$ cat src/rtl/core/tsm_pkg.sv
package tsm_pkg;

	localparam int STACK_DEPTH = 64;
	localparam int ADDR_W      = $clog2(STACK_DEPTH);
	localparam int SP_W        = ADDR_W + 1;
	localparam int VALUE_W     = 32;
	localparam int FRAC_W      = 16;
	localparam int TAG_W       = 2;
	localparam int ENTRY_W     = TAG_W + VALUE_W;
	localparam int QUO_W       = VALUE_W + FRAC_W;
	localparam int CNT_W       = $clog2(QUO_W + 1);
	localparam int IN_W        = 40;
	localparam int OUT_W       = 40;

	localparam logic [3:0] OP_LOAD = 4'd0;
	localparam logic [3:0] OP_ADD  = 4'd1;
	localparam logic [3:0] OP_SUB  = 4'd2;
	localparam logic [3:0] OP_MUL  = 4'd3;
	localparam logic [3:0] OP_DIV  = 4'd4;
	localparam logic [3:0] OP_POP  = 4'd5;
	localparam logic [3:0] OP_HALT = 4'd6;
	localparam logic [3:0] OP_RET  = 4'd7;

	localparam logic [2:0] STS_OK      = 3'd0;
	localparam logic [2:0] STS_TYPE    = 3'd1;
	localparam logic [2:0] STS_DIVZERO = 3'd2;
	localparam logic [2:0] STS_UNKNOWN = 3'd3;
	localparam logic [2:0] STS_UNDER   = 3'd4;
	localparam logic [2:0] STS_OVER    = 3'd5;

	localparam logic [TAG_W-1:0] TAG_NIL    = 2'd0;
	localparam logic [TAG_W-1:0] TAG_NUMBER = 2'd2;

	typedef enum logic [2:0] {
		ST_IDLE,
		ST_DECODE,
		ST_RDB,
		ST_RDA,
		ST_BUSY,
		ST_FIN
	} seq_state_t;

	typedef enum logic [1:0] {
		MD_IDLE,
		MD_RUN,
		MD_DONE
	} md_state_t;

	typedef struct packed {
		logic start;
		logic is_div;
	} md_ctl_t;

endpackage

$ cat src/rtl/core/tsm_ram.sv
module tsm_ram #(
	parameter int WIDTH = 8,
	parameter int DEPTH = 16
) (
	input  logic                     clk,
	input  logic                     we,
	input  logic [$clog2(DEPTH)-1:0] waddr,
	input  logic [WIDTH-1:0]         wdata,
	input  logic                     re,
	input  logic [$clog2(DEPTH)-1:0] raddr,
	output logic [WIDTH-1:0]         rdata
);

	logic [WIDTH-1:0] mem_q [DEPTH];

	// one write port, one registered read port
	always_ff @(posedge clk) begin
		if (we) begin
			mem_q[waddr] <= wdata;
		end
		if (re) begin
			rdata <= mem_q[raddr];
		end
	end

endmodule

$ cat src/rtl/core/tsm_muldiv.sv
module tsm_muldiv (
	input  logic                         clk,
	input  logic                         arst_n,
	input  tsm_pkg::md_ctl_t             ctl,
	input  logic [tsm_pkg::VALUE_W-1:0]  op_a,
	input  logic [tsm_pkg::VALUE_W-1:0]  op_b,
	output logic                         done,
	output logic [tsm_pkg::VALUE_W-1:0]  result
);
	import tsm_pkg::*;

	md_state_t          state_q;
	logic [CNT_W-1:0]   cnt_q;
	logic               neg_q;
	logic               div_q;
	logic [VALUE_W-1:0] x_q;
	logic [VALUE_W-1:0] acc_q;
	logic [QUO_W-1:0]   w_q;

	logic [VALUE_W-1:0] mag_a;
	logic [VALUE_W-1:0] mag_b;
	logic [VALUE_W:0]   mul_sum;
	logic [VALUE_W:0]   div_rem;
	logic [VALUE_W:0]   div_diff;
	logic               div_ge;
	logic [QUO_W-1:0]   quo;
	logic               pos_ovf;
	logic               neg_ovf;

	assign mag_a = op_a[VALUE_W-1] ? (~op_a + 1'b1) : op_a;
	assign mag_b = op_b[VALUE_W-1] ? (~op_b + 1'b1) : op_b;

	// one multiplier bit per cycle: shift-add
	assign mul_sum = {1'b0, acc_q} + (w_q[0] ? {1'b0, x_q} : '0);

	// one quotient bit per cycle: restoring divide
	assign div_rem  = {acc_q, w_q[QUO_W-1]};
	assign div_diff = div_rem - {1'b0, x_q};
	assign div_ge   = (div_rem >= {1'b0, x_q});

	always_ff @(posedge clk or negedge arst_n) begin
		if (!arst_n) begin
			state_q <= MD_IDLE;
			cnt_q   <= '0;
		end else begin
			case (state_q)
				MD_IDLE: begin
					if (ctl.start) begin
						state_q <= MD_RUN;
						cnt_q   <= ctl.is_div ? CNT_W'(QUO_W) : CNT_W'(VALUE_W);
					end
				end
				MD_RUN: begin
					cnt_q <= cnt_q - 1'b1;
					if (cnt_q == CNT_W'(1)) begin
						state_q <= MD_DONE;
					end
				end
				MD_DONE: state_q <= MD_IDLE;
				default: state_q <= MD_IDLE;
			endcase
		end
	end

	// operand and shift registers
	always_ff @(posedge clk) begin
		if (state_q == MD_IDLE && ctl.start) begin
			neg_q <= op_a[VALUE_W-1] ^ op_b[VALUE_W-1];
			div_q <= ctl.is_div;
			acc_q <= '0;
			if (ctl.is_div) begin
				x_q <= mag_b;
				w_q <= {mag_a, {FRAC_W{1'b0}}};
			end else begin
				x_q <= mag_a;
				w_q <= {{FRAC_W{1'b0}}, mag_b};
			end
		end else if (state_q == MD_RUN) begin
			if (div_q) begin
				acc_q <= div_ge ? div_diff[VALUE_W-1:0] : div_rem[VALUE_W-1:0];
				w_q   <= {w_q[QUO_W-2:0], div_ge};
			end else begin
				acc_q <= mul_sum[VALUE_W:1];
				w_q   <= {w_q[QUO_W-1:VALUE_W], mul_sum[0], w_q[VALUE_W-1:1]};
			end
		end
	end

	// magnitude result (product or quotient), then sign and saturation
	assign quo     = div_q ? w_q : {acc_q, w_q[VALUE_W-1:FRAC_W]};
	assign pos_ovf = |quo[QUO_W-1:VALUE_W-1];
	assign neg_ovf = (|quo[QUO_W-1:VALUE_W]) | (quo[VALUE_W-1] & (|quo[VALUE_W-2:0]));

	always_comb begin
		if (neg_q) begin
			result = neg_ovf ? {1'b1, {(VALUE_W-1){1'b0}}} : (~quo[VALUE_W-1:0] + 1'b1);
		end else begin
			result = pos_ovf ? {1'b0, {(VALUE_W-1){1'b1}}} : quo[VALUE_W-1:0];
		end
	end

	assign done = (state_q == MD_DONE);

endmodule

$ cat src/rtl/core/typed_stack_machine_executor.sv
// Typed stack machine executor.
// Input stream s_*: one bytecode instruction per item (opcode, constant tag,
// constant payload). Output stream m_*: one result item when a program ends
// (halt/return with the popped value) or fails (type error, divide by zero,
// unknown opcode, stack underflow or overflow); the stack is emptied then.
// The stack (64 tagged entries) sits in a RAM with one write port and one
// registered read port, so operands are fetched one per cycle. Mul and div
// run in a shared bit-serial unit, one product or quotient bit per cycle.
// A new item is taken only while no item is in work; s_tready is low
// otherwise. A result sits in an output register until m_tready takes it,
// and the next items are accepted meanwhile; only a second result waits in
// the block for the register to free.
// Reset empties the stack and drops any pending result. Stack entries are
// not cleared, as only written entries are ever read.
module typed_stack_machine_executor (
	input  logic                      clk,
	input  logic                      arst_n,
	input  logic                      s_tvalid,
	output logic                      s_tready,
	input  logic [tsm_pkg::IN_W-1:0]  s_tdata,  // opcode[3:0], operand_type[5:4], operand_value[37:6]
	output logic                      m_tvalid,
	input  logic                      m_tready,
	output logic [tsm_pkg::OUT_W-1:0] m_tdata   // status[2:0], result_type[4:3], result_value[36:5]
);
	import tsm_pkg::*;

	seq_state_t         state_q, state_d;
	logic [SP_W-1:0]    sp_q, sp_d;
	logic [SP_W-1:0]    sp_m1, sp_m2;
	logic [3:0]         op_q;
	logic [TAG_W-1:0]   tag_q;
	logic [VALUE_W-1:0] val_q;
	logic [ENTRY_W-1:0] b_q;
	logic               b_load;
	logic [2:0]         fin_sts_q, fin_sts_d;
	logic [TAG_W-1:0]   fin_tag_q, fin_tag_d;
	logic [VALUE_W-1:0] fin_val_q, fin_val_d;
	logic               fin_load;
	logic               out_load;
	logic               out_valid_q;
	logic [OUT_W-1:0]   out_data_q;

	logic               ram_we, ram_re;
	logic [ADDR_W-1:0]  ram_waddr, ram_raddr;
	logic [ENTRY_W-1:0] ram_wdata, ram_rdata;

	md_ctl_t            md_ctl;
	logic               md_done;
	logic [VALUE_W-1:0] md_result;

	logic [VALUE_W-1:0] a_val, b_val;
	logic [VALUE_W:0]   add_sum, sub_dif;
	logic [VALUE_W-1:0] add_sat, sub_sat;
	logic               tags_ok;

	assign sp_m1 = sp_q - 1'b1;
	assign sp_m2 = sp_q - SP_W'(2);

	tsm_ram #(
		.WIDTH (ENTRY_W),
		.DEPTH (STACK_DEPTH)
	) u_stack (
		.clk   (clk),
		.we    (ram_we),
		.waddr (ram_waddr),
		.wdata (ram_wdata),
		.re    (ram_re),
		.raddr (ram_raddr),
		.rdata (ram_rdata)
	);

	tsm_muldiv u_muldiv (
		.clk    (clk),
		.arst_n (arst_n),
		.ctl    (md_ctl),
		.op_a   (a_val),
		.op_b   (b_val),
		.done   (md_done),
		.result (md_result)
	);

	// operands: a from the RAM read, b captured from the read before it
	assign a_val   = ram_rdata[VALUE_W-1:0];
	assign b_val   = b_q[VALUE_W-1:0];
	assign tags_ok = (ram_rdata[ENTRY_W-1:VALUE_W] == TAG_NUMBER) &&
	                 (b_q[ENTRY_W-1:VALUE_W] == TAG_NUMBER);

	// saturating add and subtract
	assign add_sum = {a_val[VALUE_W-1], a_val} + {b_val[VALUE_W-1], b_val};
	assign sub_dif = {a_val[VALUE_W-1], a_val} - {b_val[VALUE_W-1], b_val};
	assign add_sat = (add_sum[VALUE_W] != add_sum[VALUE_W-1]) ?
	                 {add_sum[VALUE_W], {(VALUE_W-1){~add_sum[VALUE_W]}}} :
	                 add_sum[VALUE_W-1:0];
	assign sub_sat = (sub_dif[VALUE_W] != sub_dif[VALUE_W-1]) ?
	                 {sub_dif[VALUE_W], {(VALUE_W-1){~sub_dif[VALUE_W]}}} :
	                 sub_dif[VALUE_W-1:0];

	assign s_tready = (state_q == ST_IDLE);

	// sequencer: next state, stack access, result capture
	always_comb begin
		state_d   = state_q;
		sp_d      = sp_q;
		ram_we    = 1'b0;
		ram_waddr = sp_q[ADDR_W-1:0];
		ram_wdata = {tag_q, val_q};
		ram_re    = 1'b0;
		ram_raddr = sp_m1[ADDR_W-1:0];
		b_load    = 1'b0;
		fin_load  = 1'b0;
		fin_sts_d = STS_OK;
		fin_tag_d = TAG_NIL;
		fin_val_d = '0;
		out_load  = 1'b0;
		md_ctl    = '0;
		case (state_q)
			ST_IDLE: begin
				if (s_tvalid) begin
					state_d = ST_DECODE;
				end
			end
			ST_DECODE: begin
				case (op_q)
					OP_LOAD: begin
						if (sp_q[ADDR_W]) begin
							fin_load  = 1'b1;
							fin_sts_d = STS_OVER;
							state_d   = ST_FIN;
						end else begin
							ram_we  = 1'b1;
							sp_d    = sp_q + 1'b1;
							state_d = ST_IDLE;
						end
					end
					OP_ADD, OP_SUB, OP_MUL, OP_DIV: begin
						if (sp_q < SP_W'(2)) begin
							fin_load  = 1'b1;
							fin_sts_d = STS_UNDER;
							state_d   = ST_FIN;
						end else begin
							ram_re  = 1'b1;
							state_d = ST_RDB;
						end
					end
					OP_POP: begin
						if (sp_q == '0) begin
							fin_load  = 1'b1;
							fin_sts_d = STS_UNDER;
							state_d   = ST_FIN;
						end else begin
							sp_d    = sp_m1;
							state_d = ST_IDLE;
						end
					end
					OP_HALT, OP_RET: begin
						if (sp_q == '0) begin
							fin_load  = 1'b1;
							fin_sts_d = STS_UNDER;
							state_d   = ST_FIN;
						end else begin
							ram_re  = 1'b1;
							state_d = ST_RDB;
						end
					end
					default: begin
						fin_load  = 1'b1;
						fin_sts_d = STS_UNKNOWN;
						state_d   = ST_FIN;
					end
				endcase
			end
			ST_RDB: begin
				if (op_q == OP_HALT || op_q == OP_RET) begin
					fin_load  = 1'b1;
					fin_sts_d = STS_OK;
					fin_tag_d = ram_rdata[ENTRY_W-1:VALUE_W];
					fin_val_d = ram_rdata[VALUE_W-1:0];
					state_d   = ST_FIN;
				end else begin
					b_load    = 1'b1;
					ram_re    = 1'b1;
					ram_raddr = sp_m2[ADDR_W-1:0];
					state_d   = ST_RDA;
				end
			end
			ST_RDA: begin
				ram_waddr = sp_m2[ADDR_W-1:0];
				if (!tags_ok) begin
					fin_load  = 1'b1;
					fin_sts_d = STS_TYPE;
					state_d   = ST_FIN;
				end else if (op_q == OP_ADD || op_q == OP_SUB) begin
					ram_we    = 1'b1;
					ram_wdata = {TAG_NUMBER, (op_q == OP_ADD) ? add_sat : sub_sat};
					sp_d      = sp_m1;
					state_d   = ST_IDLE;
				end else if (op_q == OP_DIV && b_val == '0) begin
					fin_load  = 1'b1;
					fin_sts_d = STS_DIVZERO;
					state_d   = ST_FIN;
				end else begin
					md_ctl.start  = 1'b1;
					md_ctl.is_div = (op_q == OP_DIV);
					state_d       = ST_BUSY;
				end
			end
			ST_BUSY: begin
				ram_waddr = sp_m2[ADDR_W-1:0];
				ram_wdata = {TAG_NUMBER, md_result};
				if (md_done) begin
					ram_we  = 1'b1;
					sp_d    = sp_m1;
					state_d = ST_IDLE;
				end
			end
			ST_FIN: begin
				if (!out_valid_q || m_tready) begin
					out_load = 1'b1;
					sp_d     = '0;
					state_d  = ST_IDLE;
				end
			end
			default: state_d = ST_IDLE;
		endcase
	end

	// control registers
	always_ff @(posedge clk or negedge arst_n) begin
		if (!arst_n) begin
			state_q     <= ST_IDLE;
			sp_q        <= '0;
			out_valid_q <= 1'b0;
		end else begin
			state_q <= state_d;
			sp_q    <= sp_d;
			if (out_load) begin
				out_valid_q <= 1'b1;
			end else if (m_tready) begin
				out_valid_q <= 1'b0;
			end
		end
	end

	// item, operand and result registers
	always_ff @(posedge clk) begin
		if (s_tvalid && s_tready) begin
			op_q  <= s_tdata[3:0];
			tag_q <= s_tdata[5:4];
			val_q <= s_tdata[37:6];
		end
		if (b_load) begin
			b_q <= ram_rdata;
		end
		if (fin_load) begin
			fin_sts_q <= fin_sts_d;
			fin_tag_q <= fin_tag_d;
			fin_val_q <= fin_val_d;
		end
		if (out_load) begin
			out_data_q <= {3'b000, fin_val_q, fin_tag_q, fin_sts_q};
		end
	end

	assign m_tvalid = out_valid_q;
	assign m_tdata  = out_data_q;

`ifndef NO_ASSERTIONS
	// the stack never holds more than its depth
	a_sp_range: assert property (@(posedge clk) disable iff (!arst_n)
		sp_q <= SP_W'(STACK_DEPTH))
		else $error("stack pointer beyond depth");

	// a reported result empties the stack
	a_fin_clears: assert property (@(posedge clk) disable iff (!arst_n)
		out_load |=> (sp_q == '0 && m_tvalid))
		else $error("stack not emptied after result");

	// the serial unit finishes only while the sequencer waits on it
	a_md_owner: assert property (@(posedge clk) disable iff (!arst_n)
		md_done |-> (state_q == ST_BUSY))
		else $error("mul/div done outside busy state");

	// a mul or div pops exactly one entry net
	a_binop_pop: assert property (@(posedge clk) disable iff (!arst_n)
		(state_q == ST_BUSY && md_done) |=> (sp_q == $past(sp_m1)))
		else $error("stack pointer wrong after mul/div");
`endif

endmodule

$ cat config.mk
export PLATFORM = sky130hd
export DESIGN_NAME = typed_stack_machine_executor
export DESIGN_NICKNAME = d
export VERILOG_FILES = /design/src/rtl/core/tsm_pkg.sv /design/src/rtl/core/tsm_ram.sv /design/src/rtl/core/tsm_muldiv.sv /design/src/rtl/core/typed_stack_machine_executor.sv
export SDC_FILE = /design/constraint.sdc
export NUM_CORES = 2
export LEC_CHECK = 0
export ABC_CLOCK_PERIOD_IN_PS = 6350
export BUFFER_PORTS_ARGS = -buffer_cell sky130_fd_sc_hd__buf_4
export CAP_MARGIN = 10
export CORE_UTILIZATION = 35
export CTS_CLUSTER_SIZE = 16
export DETAILED_ROUTE_END_ITERATION = 10
export PLACE_DENSITY = 0.5
export SETUP_SLACK_MARGIN = 0.5
export SYNTH_ARGS = -nofsm -noshare
export SYNTH_HDL_FRONTEND = slang
export SYNTH_SLANG_ARGS = --single-unit
$ cat constraint.sdc
create_clock -name clk -period 6.35 [get_ports clk]
set_clock_uncertainty 0.1 [all_clocks]
set_input_delay 0.3175 -clock clk [delete_from_list [all_inputs] [get_ports clk]]
set_output_delay 0.3175 -clock clk [all_outputs]
set_load 0.02 [all_outputs]
==> results.toml <==
[hold_path]
holdCritPathClass = "input pin to register"

[setup_path]
end_kind = "register"
crit_type = "register to register"
reg2reg_slack_ns = 0.68
cp_max_fo = 38
cp.required_ns = 6.84
cp.depth = 12
crit_chain = "ha_1, fa_1, nor2b_1, o211ai_1, a21boi_0, a221oi_1, a211oi_1, nor4_4, nor2_1, a221oi_1, o221ai_4, buf_4"
crit_family = "compound AO/OA/AOI/OAI gates"
r2r_start = "b_q[0]"
ff2ff_path_depth = 12
crit_buf_inv = 1
crit_path_max_incr_delay_ns = 0.76
cp.arrival_ns = 6.16
r2r_end = "u_stack.mem_q[57][27]"
crit_top_cell = "a221oi_1"
startpoint = "b_q[0]"
crit_path_top_delay_cell = "a221oi_1"
worstSetupEndpoint = "u_stack.mem_q[57][27]"
critPathLaunchType = "register"

[sta]
slew_viol_final = 0
setup_violations = 0
period_share_pct = 89.3
tns_ns = 0
maxSlewHeadroom_pct = 11.6
hold_violations = 0
worst_slew_pin_slew_ns = 1.33
grt_setup_unrepaired = "false"
max_freq_mhz = 176
layout_min_cycle_time_ns = 5.67

[synthesis]
synth.most_common_cell = "edfxtp_1"
synthArstFlopShare_pct = 0.763
synth_ff_type = "edfxtp_1"
ys_seq_area_share_pct = 69.2
netlist.area_leader.share_pct = 68.2
synth_cell_types = 91
synth_area_sq_um = 107000
netlist_instances = 6505
avgSynthCellArea_sq_um = 16.5
yosys-top-cells-area = "edfxtp_1 (68%), mux4_2 (11%), nand2_1 (2.3%)"
synth_edf_count = 2438
ys_warn_count = 0
ys_ff_latch = 2489
synth_common_cells = "edfxtp_1 (2,438), nand2_1 (651), mux4_2 (544)"
synth_largest_area_cell = "edfxtp_1"

[drt]
routed_via_density = 5.54
detail_route.wl_per_cell_microns = 29.5
num_vias = 61900
drt_iter0_drc = 6167
ant_nets = 0
post-route-drc-count = 0
routed_wl_mm = 329
dr.pass1.iters = 6

[clock_network]
cts_setup_buffers = 0
clk_path_buf_depth = 4
cts_hold_buf = 43
cts_buffers = 284
cts_sinks = 2489
htreeDepth = 5
cts_resized = 0
cts.clk_slew.worst_paths_ns = 0.06
cts_root_buf = "clkbuf_16"
cts_tree = "done"
insertion_delay_ns = 0.91

[global_route]
grt_max_degree = 104
antenna_found_initial = 20
grt-ovfl-total = 0
track_usage_pct = 21.0
grt_pass1_vias = 61700
grt_pass1_wl_mm = 465

[floorplan]
dieArea_sq_um = 309000
io_pins = 86
fp.dieW_microns = 556
num_rows = 202
die_h_microns = 556
initial_core_util_pct = 35.3
core_area_sq_um = 304000

[pwr]
pwr_density_cell_nw_per_um2 = 269
peakVddDrop_v = 0.000235
p_leak_nw = 46.9

[finish]
final_cells = 11200
n_fill_cell = 27500
post-route-cell-area_sq_um = 125000
synthToLayoutAreaGrowth_pct = 16.2
num-nets-final = 7042
drive_gt1_share_pct = 20.6

[status]
status = "completed"

[place]
place.gp.congestion = 0.922
dp_cells = 10600
place_hpwl_mm = 204
numPortBuffers = 80
place_area_sq_um = 115000

[flow_run]
drv_cap = 0
[layout make-up]
type | instances | area (sq um) | share of cell area, %
Antenna cell | 4 | 10.0 | 0.00803
Clock inverter | 158 | 1350 | 1.08
Tap cell | 4080 | 5100 | 4.09
Inverter | 122 | 458 | 0.367
Sequential cell | 2489 | 74300 | 59.6
Timing Repair Buffer | 411 | 3860 | 3.09
Clock buffer | 351 | 7490 | 6.00
Multi-Input combinational cell | 3547 | 32100 | 25.7
[per-stage QoR]
stage                     worst slack (ns)  util [%]  total power [mW]  hold slack [ns]
final                                0.681      41.0              33.5           0.0822
after floorplan                      0.578         -              18.1          -0.0781
after global routing                 0.507      41.0              34.5           0.0681
after global placement               0.849      37.9              18.1            0.140
after detailed placement             0.761      37.9              18.1            0.146
after CTS                            0.744      41.0              33.9           0.0166
[sequential cells by signal (all words and copies together) (netlist names)]
signal            cells
u_muldiv.cnt_q        6
u_stack.mem_q      2176
fin_val_q            32
m_tdata              37
fin_tag_q             2
op_q                  4
u_stack.rdata        34
fin_sts_q             3
u_muldiv.div_q        1
tag_q                 2
m_tvalid              1
state_q               3
b_q                  34
u_muldiv.acc_q       32
u_muldiv.neg_q        1
val_q                32
u_muldiv.w_q         48
u_muldiv.state_q      2
u_muldiv.x_q         32
sp_q                  7
[report_power, final]
part / switching (mW) / leakage [nW] / internal, mW
sequential: 0.0000000000000000159 / 27.8 / 17.8
combinational: 0.0151 / 14.8 / 0.0339
clock: 6.71 / 4.28 / 9.03
total: 6.72 / 46.9 / 26.8
[cell usage in the layout, fill, tap and decap left out, types with 52 or more instances in the layout]
master / instances
clkinv_1: 64
nor2_4: 66
nand3_1: 180
nor3_1: 75
mux4_2: 544
buf_12: 52
o21ai_0: 274
xnor2_1: 115
ha_1: 139
mux2i_1: 173
inv_1: 118
clkbuf_16: 290
nor2_1: 180
nand2_1: 651
edfxtp_1: 2438
buf_4: 315
clkbuf_1: 62
and2_1: 78
a21oi_1: 217
xor2_1: 64
[metal layers]
| layer | global-route usage (%) | up-vias | part of all wire [%] | routed length, microns |
|---|---|---|---|---|
| li1 | - | 26700 | - | - |
| met1 | 29.1 | 32800 | 43 | 142000 |
| met2 | 34.4 | 1963 | 48 | 159000 |
| met3 | 2.62 | 388 | 5.8 | 19100 |
| met4 | 6.20 | 0 | 2.8 | 9360 |
| met5 | 0 | - | 0 | 0 |
[how the worst min path moves through the flow]
| stage | depth (start not counted) | slack, ns | to | startpoint |
|---|---|---|---|---|
| 2_1_floorplan | 0 | -0.08 | m_tvalid | arst_n |
| 5_1_grt | 2 | 0.07 | op_q[1] | s_tdata[1] |
| 3_3_place_gp | 1 | 0.14 | m_tvalid | arst_n |
| 6_report | 2 | 0.08 | val_q[19] | s_tdata[25] |
| 3_5_place_dp | 1 | 0.15 | m_tvalid | arst_n |
| 4_1_cts | 2 | 0.02 | tag_q[1] | s_tdata[5] |
[cells by family (layout without fill, tap and decap cells)]
logic type	count (synthesis)	after routing	share of synthesized area [%]
and+or+nand+nor	1524	1524	6.65
xor gates and xnor gates	181	181	1.48
adders and majority gates	143	143	1.69
AOI/OAI and AO/OA	968	968	6.00
other	1	7	0.00349
muxes	728	728	13.1
buffers and inverters	471	1042	1.78
DFF	2489	2489	69.2
No activity file was read; power rests on OpenSTA's default activity.
